File: config.mk
export PLATFORM = sky130hd
export DESIGN_NAME = gfbs_ctrl
export DESIGN_NICKNAME = d
export VERILOG_FILES = /design/src/gfbs_pkg.sv /design/src/gfbs_ctrl.sv
export SDC_FILE = /design/constraint.sdc
export NUM_CORES = 1
export LEC_CHECK = 0
export ABC_AREA = 0
export BUFFER_PORTS_ARGS = -buffer_cell sky130_fd_sc_hd__buf_2
export CAP_MARGIN = 0
export CELL_PAD_IN_SITES_DETAIL_PLACEMENT = 1
export CELL_PAD_IN_SITES_GLOBAL_PLACEMENT = 2
export CORE_AREA = 3 3 40 42
export DETAILED_ROUTE_END_ITERATION = 10
export DIE_AREA = 0 0 43 45
export GPL_ROUTABILITY_DRIVEN = 0
export PLACE_DENSITY = 0.51
export SYNTH_ARGS = -nofsm -noshare
export SYNTH_HDL_FRONTEND = slang
export SYNTH_SLANG_ARGS = --single-unit
export TNS_END_PERCENT = 100
File: constraint.sdc
create_clock -name clock -period 1.4 [get_ports clock]
set_input_delay 0.07 -clock clock [delete_from_list [all_inputs] [get_ports clock]]
set_output_delay 0.07 -clock clock [all_outputs]
set_load 0.005 [all_outputs]
File: src/gfbs_pkg.sv
// Shared types and constants for the grouped free-block stack.
`timescale 1ns / 1ps

package gfbs_pkg;

   // Fixed field widths.
   localparam int BLK_W    = 12;
   localparam int STATUS_W = 2;

   // Request codes.
   localparam logic REQ_FREE  = 1'b0;
   localparam logic REQ_ALLOC = 1'b1;

   // Result status codes.
   localparam logic [STATUS_W-1:0] ST_OK    = 2'd0;
   localparam logic [STATUS_W-1:0] ST_EMPTY = 2'd1;
   localparam logic [STATUS_W-1:0] ST_FULL  = 2'd2;

   // Commands from the controller to the datapath.
   typedef struct packed {
      logic capture;   // latch the request being transferred
      logic execute;   // apply the request and load the result register
      logic load;      // copy the group row read into the stack
   } cmd_type;

   // Status from the datapath to the controller.
   typedef struct packed {
      logic out_free;  // result register can take a new result this cycle
      logic reload;    // captured request needs a group row reload
   } sts_type;

endpackage

File: src/gfbs_ctrl.sv
// Controller state machine for the grouped free-block stack.
`timescale 1ns / 1ps

module gfbs_ctrl (
   input  logic             clock,
   input  logic             reset,
   input  logic             req_valid,
   output logic             req_stall,
   input  gfbs_pkg::sts_type sts,
   output gfbs_pkg::cmd_type cmd
);

   typedef enum logic [1:0] {
      S_IDLE,
      S_EXEC,
      S_LOAD
   } state_type;

   state_type state_ff;
   logic      stall_ff;

   // Sequencing of one request: capture, execute, optional reload.
   always_ff @(posedge clock) begin
      if (reset) begin
         state_ff <= S_IDLE;
         stall_ff <= 1'b0;
      end else begin
         unique case (state_ff)
            S_IDLE: begin
               if (req_valid && !stall_ff) begin
                  state_ff <= S_EXEC;
                  stall_ff <= 1'b1;
               end
            end
            S_EXEC: begin
               if (sts.out_free) begin
                  if (sts.reload) begin
                     state_ff <= S_LOAD;
                  end else begin
                     state_ff <= S_IDLE;
                     stall_ff <= 1'b0;
                  end
               end
            end
            S_LOAD: begin
               state_ff <= S_IDLE;
               stall_ff <= 1'b0;
            end
            default: begin
               state_ff <= S_IDLE;
               stall_ff <= 1'b0;
            end
         endcase
      end
   end

   assign req_stall   = stall_ff;

   // Commands decoded from the current state.
   assign cmd.capture = (state_ff == S_IDLE) && req_valid && !stall_ff;
   assign cmd.execute = (state_ff == S_EXEC) && sts.out_free;
   assign cmd.load    = (state_ff == S_LOAD);

endmodule

# After elaboration in Yosys (flattened, before gate mapping)

Cells that the tools add are included.

Add/subtract/negate cells: 0
Multipliers: 0
Divide/modulo/power cells: 0
Magnitude comparators: 0
Eq/ne operators: 5
Shift-type cells: 0
Mux-type cells: 8
Bitwise gates (word level): 0
Reduce and logical (&&, ||, !) cells: 8

Operators by type and width:

| kind                                                             | count |
|---|---|
| 2-bit 2-to-1 mux                                                 | 3 |
| 2-bit != test (second input constant)                            | 3 |
| 1-bit logical AND                                                | 4 |
| 2-bit case mux with 2 select lines                               | 1 |
| 1-bit 2-to-1 mux                                                 | 3 |
| 3-bit AND reduction                                              | 1 |
| 2-bit by 1-bit == test with 1-bit output (second input constant) | 1 |
| 2-bit == test (second input constant)                            | 1 |
| 2-bit zero test                                                  | 1 |
| 1-bit case mux with 2 select lines                               | 1 |
| 2-bit AND reduction                                              | 1 |
| 1-bit zero test                                                  | 1 |

Flip-flop bits (word level): 3
Bits in latches: 0
Memory bits (writable): 0
Memory bits (read-only): 0
Input bits: 5
Output and inout port bits: 4
Word-level logic and storage cells: 23
Memories kept: 0

# Logic depth before layout (Yosys ltp)

Gate-level depths: netlist (run 1).

Depth in word-level cells: 4
Depth in mapped cells: 3
Depth with buffers taken out: 3

# Worst setup path before layout (run 1)

Ideal clock, no wire load.

Path kind: register to register
From: register state_ff[0]
To: register stall_ff, in the netlist req_stall
Setup time: 0.086 ns
Data arrival time: 0.664 ns
Required time: 1.314 ns
Path slack: 0.651 ns
Stages on the path, launching flop included: 3
Path buffers: 0
Period minus slack after synthesis: 0.749 ns
Cell sequence: dfxtp_1 -> o21bai_1 -> a211oi_1

Word-level cells in the longest chain between the ends: 3
Elaborated cells on any way between the ends: 7
Classes of those cells: 4 x eq/ne; 1 x mux; 2 x reduce/logical

RTL lines:

| item                                                                        | RTL line        | source |
|---|---|---|
| start, declared                                                             | gfbs_ctrl.sv:19 | `state_type state_ff;` |
| start signal, assigned                                                      | gfbs_ctrl.sv:25 | `state_ff <= S_IDLE;` |
| start signal, assigned                                                      | gfbs_ctrl.sv:31 | `state_ff <= S_EXEC;` |
| start signal, assigned                                                      | gfbs_ctrl.sv:38 | `state_ff <= S_LOAD;` |
| 2-bit by 1-bit == test with 1-bit output or 2-bit zero test (tied branches) | gfbs_ctrl.sv:28 | `unique case (state_ff)` |
| 2-bit != test (no source line)                                              | --              |  |
| 3-bit AND reduction (no source line)                                        | --              |  |
| end signal, assigned                                                        | gfbs_ctrl.sv:26 | `stall_ff <= 1'b0;` |
| end signal, assigned                                                        | gfbs_ctrl.sv:32 | `stall_ff <= 1'b1;` |
| end signal, assigned                                                        | gfbs_ctrl.sv:41 | `stall_ff <= 1'b0;` |
| end, declared                                                               | gfbs_ctrl.sv:20 | `logic stall_ff;` |

Several ways; a longest one is shown, not always the timed one.
A chain may end at the register's enable or synchronous reset.

==> impl_metrics.env, run 1 <==
export IMPL_run_status="complete, no violations"
export IMPL_number_of_iterations_in_the_first_detailed_routing_pass=1
export IMPL_final_layout_size_suffix_gt1_share_pct=48.1
export IMPL_final_setup_skew_ns=0.000110
export IMPL_report_final_setup_viol=0
export IMPL_pwr_share_seq_pct=35.2
export IMPL_ant_nets=0
export IMPL_synth_fp_nets=20
export IMPL_grt_setup_unrepaired="false"
export IMPL_tritoncts="built"
export IMPL_reg_to_reg_end="req_stall$_SDFFE_PP0P_"
export IMPL_routed_wl_per_cell_um=9.31
export IMPL_min_from="reset"
export IMPL_library_cell_contributing_the_largest_single_delay_on_the_critical_path="sky130_fd_sc_hd__dfxtp_1"
export IMPL_r2r_start="state_ff[0]$_SDFFE_PP0P_"
export IMPL_initial_core_utilization_pct=11.0
export IMPL_synthAdderAreaFrac_pct=0
export IMPL_synth_largest_type_area_fraction_pct=42.5
export IMPL_cpPeakStageDelay_ns=0.34
export IMPL_hpwl_reported_at_the_end_of_detailed_placement_um=314
export IMPL_post_cts_repair_setup_buffers=0
export IMPL_post_synth_main_area_contributors="sky130_fd_sc_hd__dfxtp_1, sky130_fd_sc_hd__nor4b_2, sky130_fd_sc_hd__and2b_2"
export IMPL_vias_in_the_first_global_route=162
export IMPL_combinational_share_of_power_pct=12.1
export IMPL_diodes=0
export IMPL_detail_route_vias_per_cell=3.74
export IMPL_grt_use_total_pct=5.41
export IMPL_worstSkewPairLatency_ns=0.23
export IMPL_pwr_density_cell_nw_per_um2=1260
export IMPL_grt_first_pass_wirelength_um=662
export IMPL_die_x_um=43
export IMPL_i_o_pins=9
export IMPL_yosys_warnings=0
export IMPL_crit_path_max_fanout=6
export IMPL_ys_seq_area_share_pct=42.5
export IMPL_hold_path_depth=2
export IMPL_final_net_count=33
export IMPL_worstHoldPathType="in -> reg"
export IMPL_maxCapViolCount=0
export IMPL_worst_endpoint_arrival_ns=1.03
export IMPL_reg2reg_depth=2
export IMPL_cts_path_max_buffers=2
export IMPL_maxClockFrequency_mhz=905
export IMPL_critPathCaptureType="output pin"
export IMPL_cts_num_sinks=3
export IMPL_clock_pin_slew_on_the_worst_setup_and_hold_paths_ns=0.04
export IMPL_total_leakage_power_nw=0.104
export IMPL_final_hold_viol_count=0
export IMPL_final_max_slew_viol_count=0
export IMPL_layout_worst_path_cycle_share_pct=78.9
export IMPL_fraction_of_power_spent_switching_nets_pct=23.2
export IMPL_type_of_the_worst_setup_path="reg -> out"
export IMPL_cts_made_buffers=3
export IMPL_port_buffers=8
export IMPL_r2r_slack_ns=0.57
export IMPL_hold_path_end="state_ff[1]$_SDFFE_PP0P_"
export IMPL_totalWireLength_um=391
export IMPL_crit_path_required_time_ns=1.33
export IMPL_area_delta_synth_final_pct=60.2
export IMPL_num_vias=157
export IMPL_overflow=0
export IMPL_total_die_area_um2=1940
export IMPL_cts_root_buf="sky130_fd_sc_hd__clkbuf_4"
export IMPL_maxSlewHeadroom_pct=84.1
export IMPL_timing_worst_slew_pin_value_ns=0.235
export IMPL_postSynthCellCount=15
export IMPL_grt_antenna_before_repair=0
export IMPL_dominant_combinational_cell_family_by_area_after_synthesis="simple AND/OR/NAND/NOR gates"
export IMPL_drc_errors=0
export IMPL_post_placement_setup_slack_ns=0.545
export IMPL_power_report_internal_total_mw=0.219
export IMPL_vdd_ir_drop_worst_v=0.000292
export IMPL_yosys_area_share_xor_xnor_pct=0
export IMPL_die_height_um=45
export IMPL_cts_repair_resized_insts=0
export IMPL_report_power_total_mw=0.285
export IMPL_post_synth_and_or_nand_nor_area_fraction_pct=37.2
export IMPL_synth_cell_type_count=13
export IMPL_yosysTopAreaCell="sky130_fd_sc_hd__dfxtp_1"
export IMPL_cts_hold_repair_buffers=0
export IMPL_layout_setup_ws_ns=0.296
export IMPL_synthMuxAreaShare_pct=0
export IMPL_cts_htree_levels=1
export IMPL_grt_start_max_net_pins=7
export IMPL_core_area_um2=1280
export IMPL_number_of_core_rows=13
export IMPL_syn_area_per_cell_um2=9.43
export IMPL_setup_total_negative_slack_ns=0
export IMPL_initialDrtViolationCount=0
export IMPL_post_synth_instance_area_um2=141
export IMPL_ys_ff_latch=3
export IMPL_synth_compound_gate_area_share_pct=17.7
export IMPL_power_clock_fraction_pct=52.7
export IMPL_net_switching_power_mw=0.0662
export IMPL_crit_chain="nor4b_1, buf_2"
export IMPL_period_minus_slack_ns=1.10
export IMPL_start_kind="flop"
[through the flow]
step | instances | cell area (um2) | hold slack (ns) | utilization [%]
6_report | 42 | 226 | 0.0514 | 17.6
3_3_place_gp | 38 | 200 | 0.287 | 15.6
3_5_place_dp | 38 | 200 | 0.295 | 15.6
2_1_floorplan | 15 | 141 | 0.143 | -
5_1_grt | 42 | 226 | 0.0590 | 17.6
4_1_cts | 42 | 226 | 0.0416 | 17.6
[synth_stat cells]
master / n
sky130_fd_sc_hd__nor3_1: 1
sky130_fd_sc_hd__o21bai_1: 1
sky130_fd_sc_hd__nor3b_1: 1
sky130_fd_sc_hd__nor4b_2: 1
sky130_fd_sc_hd__and2b_2: 1
sky130_fd_sc_hd__o21ai_0: 1
sky130_fd_sc_hd__dfxtp_1: 3
sky130_fd_sc_hd__inv_1: 1
sky130_fd_sc_hd__nor4b_1: 1
sky130_fd_sc_hd__nand2_1: 1
sky130_fd_sc_hd__a211oi_1: 1
sky130_fd_sc_hd__a21oi_1: 1
sky130_fd_sc_hd__nor2_1: 1
[state kept, by name, summed over array words and instances (netlist names)]
name and cells:
state_ff 2, req_stall 1
[worst max-delay path: cells and delay by family, from the launching register on]
family	cells	cell delay, ns
AND/OR/NAND/NOR	1	0.30
flip-flops	1	0.34
buffers and inverters	1	0.16
[power by group through the flow]
stage | Clock, mW | Combinational [mW] | Sequential [mW]
after floorplan | 0 | 0.0173 | 0.100
after global placement | 0 | 0.0353 | 0.102
after detailed placement | 0 | 0.0351 | 0.102
after CTS | 0.162 | 0.0354 | 0.100
after global routing | 0.169 | 0.0388 | 0.101
final | 0.150 | 0.0345 | 0.100
[layout by cell type (no fill, tap or decap)]
cell and n:
sky130_fd_sc_hd__dfxtp_1 3, sky130_fd_sc_hd__buf_2 8, sky130_fd_sc_hd__nor3_1 1, sky130_fd_sc_hd__a211oi_1 1, sky130_fd_sc_hd__nand2_1 1, sky130_fd_sc_hd__o21ai_0 1
sky130_fd_sc_hd__nor3b_1 1, sky130_fd_sc_hd__nor2_1 1, sky130_fd_sc_hd__nor4b_2 1, sky130_fd_sc_hd__clkbuf_1 1, sky130_fd_sc_hd__inv_1 1, sky130_fd_sc_hd__nor4b_1 1
sky130_fd_sc_hd__o21bai_1 1, sky130_fd_sc_hd__clkbuf_4 3, sky130_fd_sc_hd__and2b_2 1, sky130_fd_sc_hd__a21oi_1 1
[cell families (layout without fill, tap and decap cells)]
group	count (synthesis)	count (layout)
flops	3	3
buf+inv	1	13
compound gates	4	4
simple gates	7	7
[final cells by class]
type,instances,area [um2]
Clock buffer,4,26.3
Fill cell,160,1060
Inverter,1,3.75
Multi-Input combinational cell,11,77.6
Sequential cell,3,60.1
Tap cell,15,18.8
Timing Repair Buffer,8,40.0
[worst max path at each step]
stage          cells after the start                      to                startpoint
5_1_grt                            2                  cmd[2]  state_ff[0]$_SDFFE_PP0P_
4_1_cts                            2                  cmd[2]  state_ff[0]$_SDFFE_PP0P_
6_report                           2                  cmd[2]  state_ff[0]$_SDFFE_PP0P_
3_5_place_dp                       2                  cmd[2]  state_ff[0]$_SDFFE_PP0P_
2_1_floorplan                      2  req_stall$_SDFFE_PP0P_  state_ff[0]$_SDFFE_PP0P_
3_3_place_gp                       2                  cmd[2]  state_ff[0]$_SDFFE_PP0P_
[per-layer routing]
layer	global-route usage (%)	share of wire [%]
met5	0	0
met4	7.23	0
met3	5.18	14
met2	5.39	40
met1	5.30	46
No activity file was read; power rests on OpenSTA's default activity.
==> run 2, diff against run 1 <==
- PLACE_DENSITY: 0.51 -> 0.53
- clock period: 1.4 -> 0.9 ns (I/O delays scaled with it)
==> run 2 against run 1 <==
The flow now finishes with violations (setup timing); register-to-register slack worse by 0.57 ns; core utilization up 2.7 points; setup slack worse by 0.40 ns; critical path type unchanged; sequential cell count unchanged; clock skew up 0.0011 ns; via count up 8.3%; sequential share of layout area down 2.1 points; critical path depth unchanged; clock power up 64%.
==> impl_metrics.env, run 2 (synthesis gave the netlist of run 1 again) <==
export IMPL_run_status="complete, but fails checks"
export IMPL_failing_checks="setup timing"
export IMPL_finish_utilization_pct=20.4
export IMPL_drc_errors=0
export IMPL_period_minus_slack_ns=1.01
export IMPL_area_delta_synth_final_pct=85.0
export IMPL_groute_layer_met1_usage_pct=6.73
export IMPL_worstHoldPathType="in -> reg"
export IMPL_layout_cells_most_common="sky130_fd_sc_hd__buf_2"
export IMPL_number_of_core_rows=13
export IMPL_pwr_density_cell_nw_per_um2=1860
export IMPL_grt_start_max_net_pins=7
export IMPL_start_kind="flop"
export IMPL_total_leakage_power_nw=0.120
export IMPL_maxSlewHeadroom_pct=87.9
export IMPL_core_area_um2=1280
export IMPL_final_hold_worst_slack_ns=0.0128
export IMPL_flip_flop_count_of_the_largest_register_all_copies_and_words_added=2
export IMPL_total_die_area_um2=1940
export IMPL_vdd_ir_drop_worst_v=0.000409
export IMPL_grt_use_met2_pct=7.78
export IMPL_number_of_iterations_in_the_first_detailed_routing_pass=2
export IMPL_routed_wl_per_cell_um=11.0
export IMPL_grt_antenna_before_repair=0
export IMPL_final_max_slew_viol_count=0
export IMPL_initial_core_utilization_pct=11.0
export IMPL_stdcell_area_um2=262
export IMPL_layout_worst_path_cycle_share_pct=112
export IMPL_grt_met3_usage_pct=5.18
export IMPL_cts_num_sinks=3
export IMPL_worstSkewPairLatency_ns=0.24
export IMPL_layout_common_cells="sky130_fd_sc_hd__buf_2, sky130_fd_sc_hd__clkbuf_4, sky130_fd_sc_hd__dfxtp_2"
export IMPL_setup_total_negative_slack_ns=-0.280
export IMPL_port_buffers=8
export IMPL_vias_in_the_first_global_route=173
export IMPL_report_final_setup_viol=3
export IMPL_initialDrtViolationCount=2
export IMPL_crit_path_required_time_ns=0.85
export IMPL_detailed_place_area_um2=200
export IMPL_timing_worst_slew_pin_value_ns=0.182
export IMPL_final_net_count=34
export IMPL_grt_setup_unrepaired="true"
export IMPL_diodes=0
export IMPL_maxClockFrequency_mhz=995
export IMPL_layout_setup_ws_ns=-0.105
export IMPL_totalWireLength_um=474
export IMPL_type_of_the_worst_setup_path="reg -> out"
export IMPL_maxCapViolCount=0
export IMPL_globalRoute_busiestLayer="met4"
export IMPL_grt_use_total_pct=6.82
export IMPL_die_height_um=45
export IMPL_final_setup_skew_ns=0.00121
export IMPL_die_x_um=43
export IMPL_overflow=0
export IMPL_num_vias=170
export IMPL_final_layout_size_suffix_gt1_share_pct=67.9
export IMPL_i_o_pins=9
export IMPL_report_power_total_mw=0.485
export IMPL_cts_root_buf="sky130_fd_sc_hd__clkbuf_4"
export IMPL_clock_pin_slew_on_the_worst_setup_and_hold_paths_ns=0.04
export IMPL_final_hold_viol_count=0
export IMPL_post_placement_setup_slack_ns=0.0400
export IMPL_worst_endpoint_arrival_ns=0.96
export IMPL_dp_cells=38
export IMPL_cts_path_max_buffers=2
export IMPL_finish_cell_count_without_fillers=43
export IMPL_grt_first_pass_wirelength_um=828
export IMPL_detail_route_vias_per_cell=3.95
export IMPL_critPathCaptureType="output pin"
export IMPL_max_flop_register="state_ff"
export IMPL_crit_path_max_fanout=2
export IMPL_ant_nets=0
export IMPL_tritoncts="built"
export IMPL_cts_made_buffers=3
export IMPL_cts_htree_levels=1
==> run 2: area by class of cell <==
class / count / area (um2)
Multi-Input combinational cell: 11 / 97.6
Tap cell: 15 / 18.8
Inverter: 1 / 3.75
Timing Repair Buffer: 9 / 51.3
Sequential cell: 3 / 63.8
Fill cell: 155 / 1020
Clock buffer: 4 / 26.3
==> run 2: metal layers <==
metal	up-vias	share of wire, %
met1	75	43
li1	82	-
met2	11	41
met4	0	3.0
met3	2	12
met5	-	0
==> run 2: repair_timing <==
item	4_1_cts	5_1_grt
endpoints found under the setup margin	3	5
buffers inserted	1	0
hold buffers	0	0
resized for setup	4	4
pin swaps	1	1
==> run 2: path summary, 6_finish.rpt <==
| check | from | to | slack, ns | depth (start not counted) |
|---|---|---|---|---|
| worst max-delay path | req_stall$_SDFFE_PP0P_ | cmd[2] | -0.11 | 2 |
| worst min-delay path | reset | req_stall$_SDFFE_PP0P_ | 0.01 | 2 |
| worst max register to register | req_stall$_SDFFE_PP0P_ | state_ff[0]$_SDFFE_PP0P_ | 0 | 4 |
| worst min register to register | state_ff[1]$_SDFFE_PP0P_ | req_stall$_SDFFE_PP0P_ | 0.51 | 1 |
==> run 2: worst max-delay path: stages (launching register included) <==
cell and delay [ns]:
sky130_fd_sc_hd__dfxtp_2 0.33, sky130_fd_sc_hd__nor4b_4 0.25, sky130_fd_sc_hd__buf_2 0.14
==> run 2: power by group <==
part / leakage [nW] / total (mW) / internal (mW) / switching, mW
Clock: 0.0150 / 0.246 / 0.167 / 0.0789
Combinational: 0.0793 / 0.0793 / 0.0482 / 0.0311
Sequential: 0.0258 / 0.161 / 0.146 / 0.0149
==> run 3, diff against run 2 <==
- CELL_PAD_IN_SITES_GLOBAL_PLACEMENT: 2 -> 1
- CTS_BUF_LIST: unset -> sky130_fd_sc_hd__clkbuf_16
- PLACE_DENSITY: 0.53 -> 0.45
==> run 3 against run 2 <==
Sequential power is essentially flat; setup slack better by 0.0088 ns; the flow still finishes with violations (setup timing); sequential share of layout area shrank 3.6 points; final area grew 17%.
==> impl_metrics.env, run 3 (synthesis gave the netlist of run 1 again) <==
export IMPL_grt_use_total_pct=5.99
export IMPL_number_of_core_rows=13
export IMPL_maxClockFrequency_mhz=1000
export IMPL_port_buffers=8
export IMPL_fillerInstances=154
export IMPL_final_net_count=34
export IMPL_vdd_ir_drop_worst_v=0.00116
export IMPL_run_status="complete, but fails checks"
export IMPL_detail_route_vias_per_cell=3.88
export IMPL_cts_path_max_buffers=2
export IMPL_cts_num_sinks=3
export IMPL_cts_root_buf="sky130_fd_sc_hd__clkbuf_16"
export IMPL_post_placement_setup_slack_ns=0.0419
export IMPL_timing_worst_slew_pin_value_ns=0.193
export IMPL_layout_setup_ws_ns=-0.0966
export IMPL_number_of_iterations_in_the_first_detailed_routing_pass=1
export IMPL_grt_setup_unrepaired="true"
export IMPL_final_setup_skew_ns=0.00240
export IMPL_worst_endpoint_arrival_ns=0.95
export IMPL_globalRoute_busiestLayer="met2"
export IMPL_cts_htree_levels=1
export IMPL_critical_path_n_buffers_inverters=1
export IMPL_start_kind="flop"
export IMPL_period_minus_slack_ns=0.997
export IMPL_type_of_the_worst_setup_path="reg -> out"
export IMPL_diodes=0
export IMPL_grt_antenna_before_repair=0
export IMPL_failing_checks="setup timing"
export IMPL_layout_cells_most_common="sky130_fd_sc_hd__buf_2"
export IMPL_crit_chain="nor4b_2, buf_2"
export IMPL_maxSlewHeadroom_pct=87.1
export IMPL_cpLargestDelayFamily="flip-flops"
export IMPL_final_hold_worst_slack_ns=0.0299
export IMPL_i_o_pins=9
export IMPL_initialDrtViolationCount=0
export IMPL_flip_flop_count_of_the_largest_register_all_copies_and_words_added=2
export IMPL_num_vias=167
export IMPL_final_hold_viol_count=0
export IMPL_totalWireLength_um=470
export IMPL_tritoncts="built"
export IMPL_initial_core_utilization_pct=11.0
export IMPL_pwr_density_cell_nw_per_um2=3000
export IMPL_grt_use_met2_pct=9.58
export IMPL_max_flop_register="state_ff"
export IMPL_crit_path_max_fanout=6
export IMPL_layout_worst_path_cycle_share_pct=111
export IMPL_worstHoldPathType="in -> reg"
export IMPL_layout_common_cells="sky130_fd_sc_hd__buf_2, sky130_fd_sc_hd__clkbuf_16, sky130_fd_sc_hd__dfxtp_2"
export IMPL_cts_hold_repair_buffers=0
export IMPL_finish_cell_count_without_fillers=43
export IMPL_finish_utilization_pct=23.9
export IMPL_area_delta_synth_final_pct=117
export IMPL_routed_wl_per_cell_um=10.9
export IMPL_drc_errors=0
export IMPL_final_max_slew_viol_count=0
export IMPL_final_layout_size_suffix_gt1_share_pct=71.4
export IMPL_grt_met3_usage_pct=2.39
export IMPL_clock_pin_slew_on_the_worst_setup_and_hold_paths_ns=0.03
export IMPL_total_die_area_um2=1940
export IMPL_groute_layer_met1_usage_pct=6.00
export IMPL_maxCapViolCount=0
export IMPL_cts_made_buffers=3
export IMPL_critPathCaptureType="output pin"
export IMPL_total_leakage_power_nw=0.143
export IMPL_grt_start_max_net_pins=7
export IMPL_library_cell_contributing_the_largest_single_delay_on_the_critical_path="sky130_fd_sc_hd__dfxtp_2"
export IMPL_setup_total_negative_slack_ns=-0.238
export IMPL_overflow=0
export IMPL_grt_first_pass_wirelength_um=828
export IMPL_multi_input_comb_area_um2=93.8
export IMPL_die_x_um=43
export IMPL_worstSkewPairLatency_ns=0.22
export IMPL_report_final_setup_viol=4
export IMPL_seqCellArea_um2=63.8
export IMPL_ant_nets=0
export IMPL_die_height_um=45
export IMPL_dp_cells=38
export IMPL_vias_in_the_first_global_route=195
export IMPL_crit_path_required_time_ns=0.85
export IMPL_cpPeakStageDelay_ns=0.34
export IMPL_core_area_um2=1280
run 3: timing repair:
item,in CTS,in global routing
pin swaps,1,1
resized for setup,4,3
setup endpoints to repair,3,5
buffers inserted,1,0
run 3: path summary, 6_finish.rpt:
path,slack [ns],startpoint,end,cells after the start
max,-0.1,state_ff[0]$_SDFFE_PP0P_,cmd[2],2
min,0.03,reset,req_stall$_SDFFE_PP0P_,2
min reg2reg,0.50,state_ff[1]$_SDFFE_PP0P_,req_stall$_SDFFE_PP0P_,1
max reg2reg,-0.02,req_stall$_SDFFE_PP0P_,state_ff[0]$_SDFFE_PP0P_,4
run 3: per-layer routing:
layer / up-vias / share of wire [%]
li1: 80 / -
met1: 79 / 36
met2: 8 / 51
met3: 0 / 13
met4: 0 / 0
met5: - / 0
run 3: stage by stage:
step | power (mW) | cell area, um2
finish | 0.920 | 307
global route | 0.963 | 307
CTS | 0.928 | 297
detailed placement | 0.213 | 200
global placement | 0.212 | 200
floorplan | 0.183 | 141
run 3: power by group:
| part | leakage [nW] | switching [mW] | internal [mW] |
|---|---|---|---|
| Clock | 0.0423 | 0.116 | 0.572 |
| Combinational | 0.0749 | 0.0323 | 0.0414 |
| Sequential | 0.0258 | 0.0121 | 0.146 |
run 3: area by class of cell:
cell class / instances / area share (%)
Tap cell: 15 / 6.12
Timing Repair Buffer: 9 / 15.5
Multi-Input combinational cell: 11 / 30.6
Clock buffer: 3 / 24.5
Inverter: 1 / 1.22
Sequential cell: 3 / 20.8
Clock inverter: 1 / 1.22
run 3: worst reg2reg max path, stage by stage, from the launching register on:
cell	delay (ns)
sky130_fd_sc_hd__dfxtp_2	0.31
sky130_fd_sc_hd__buf_4	0.14
sky130_fd_sc_hd__nor3b_1	0.20
sky130_fd_sc_hd__a21oi_1	0.08
sky130_fd_sc_hd__nor3_2	0.12
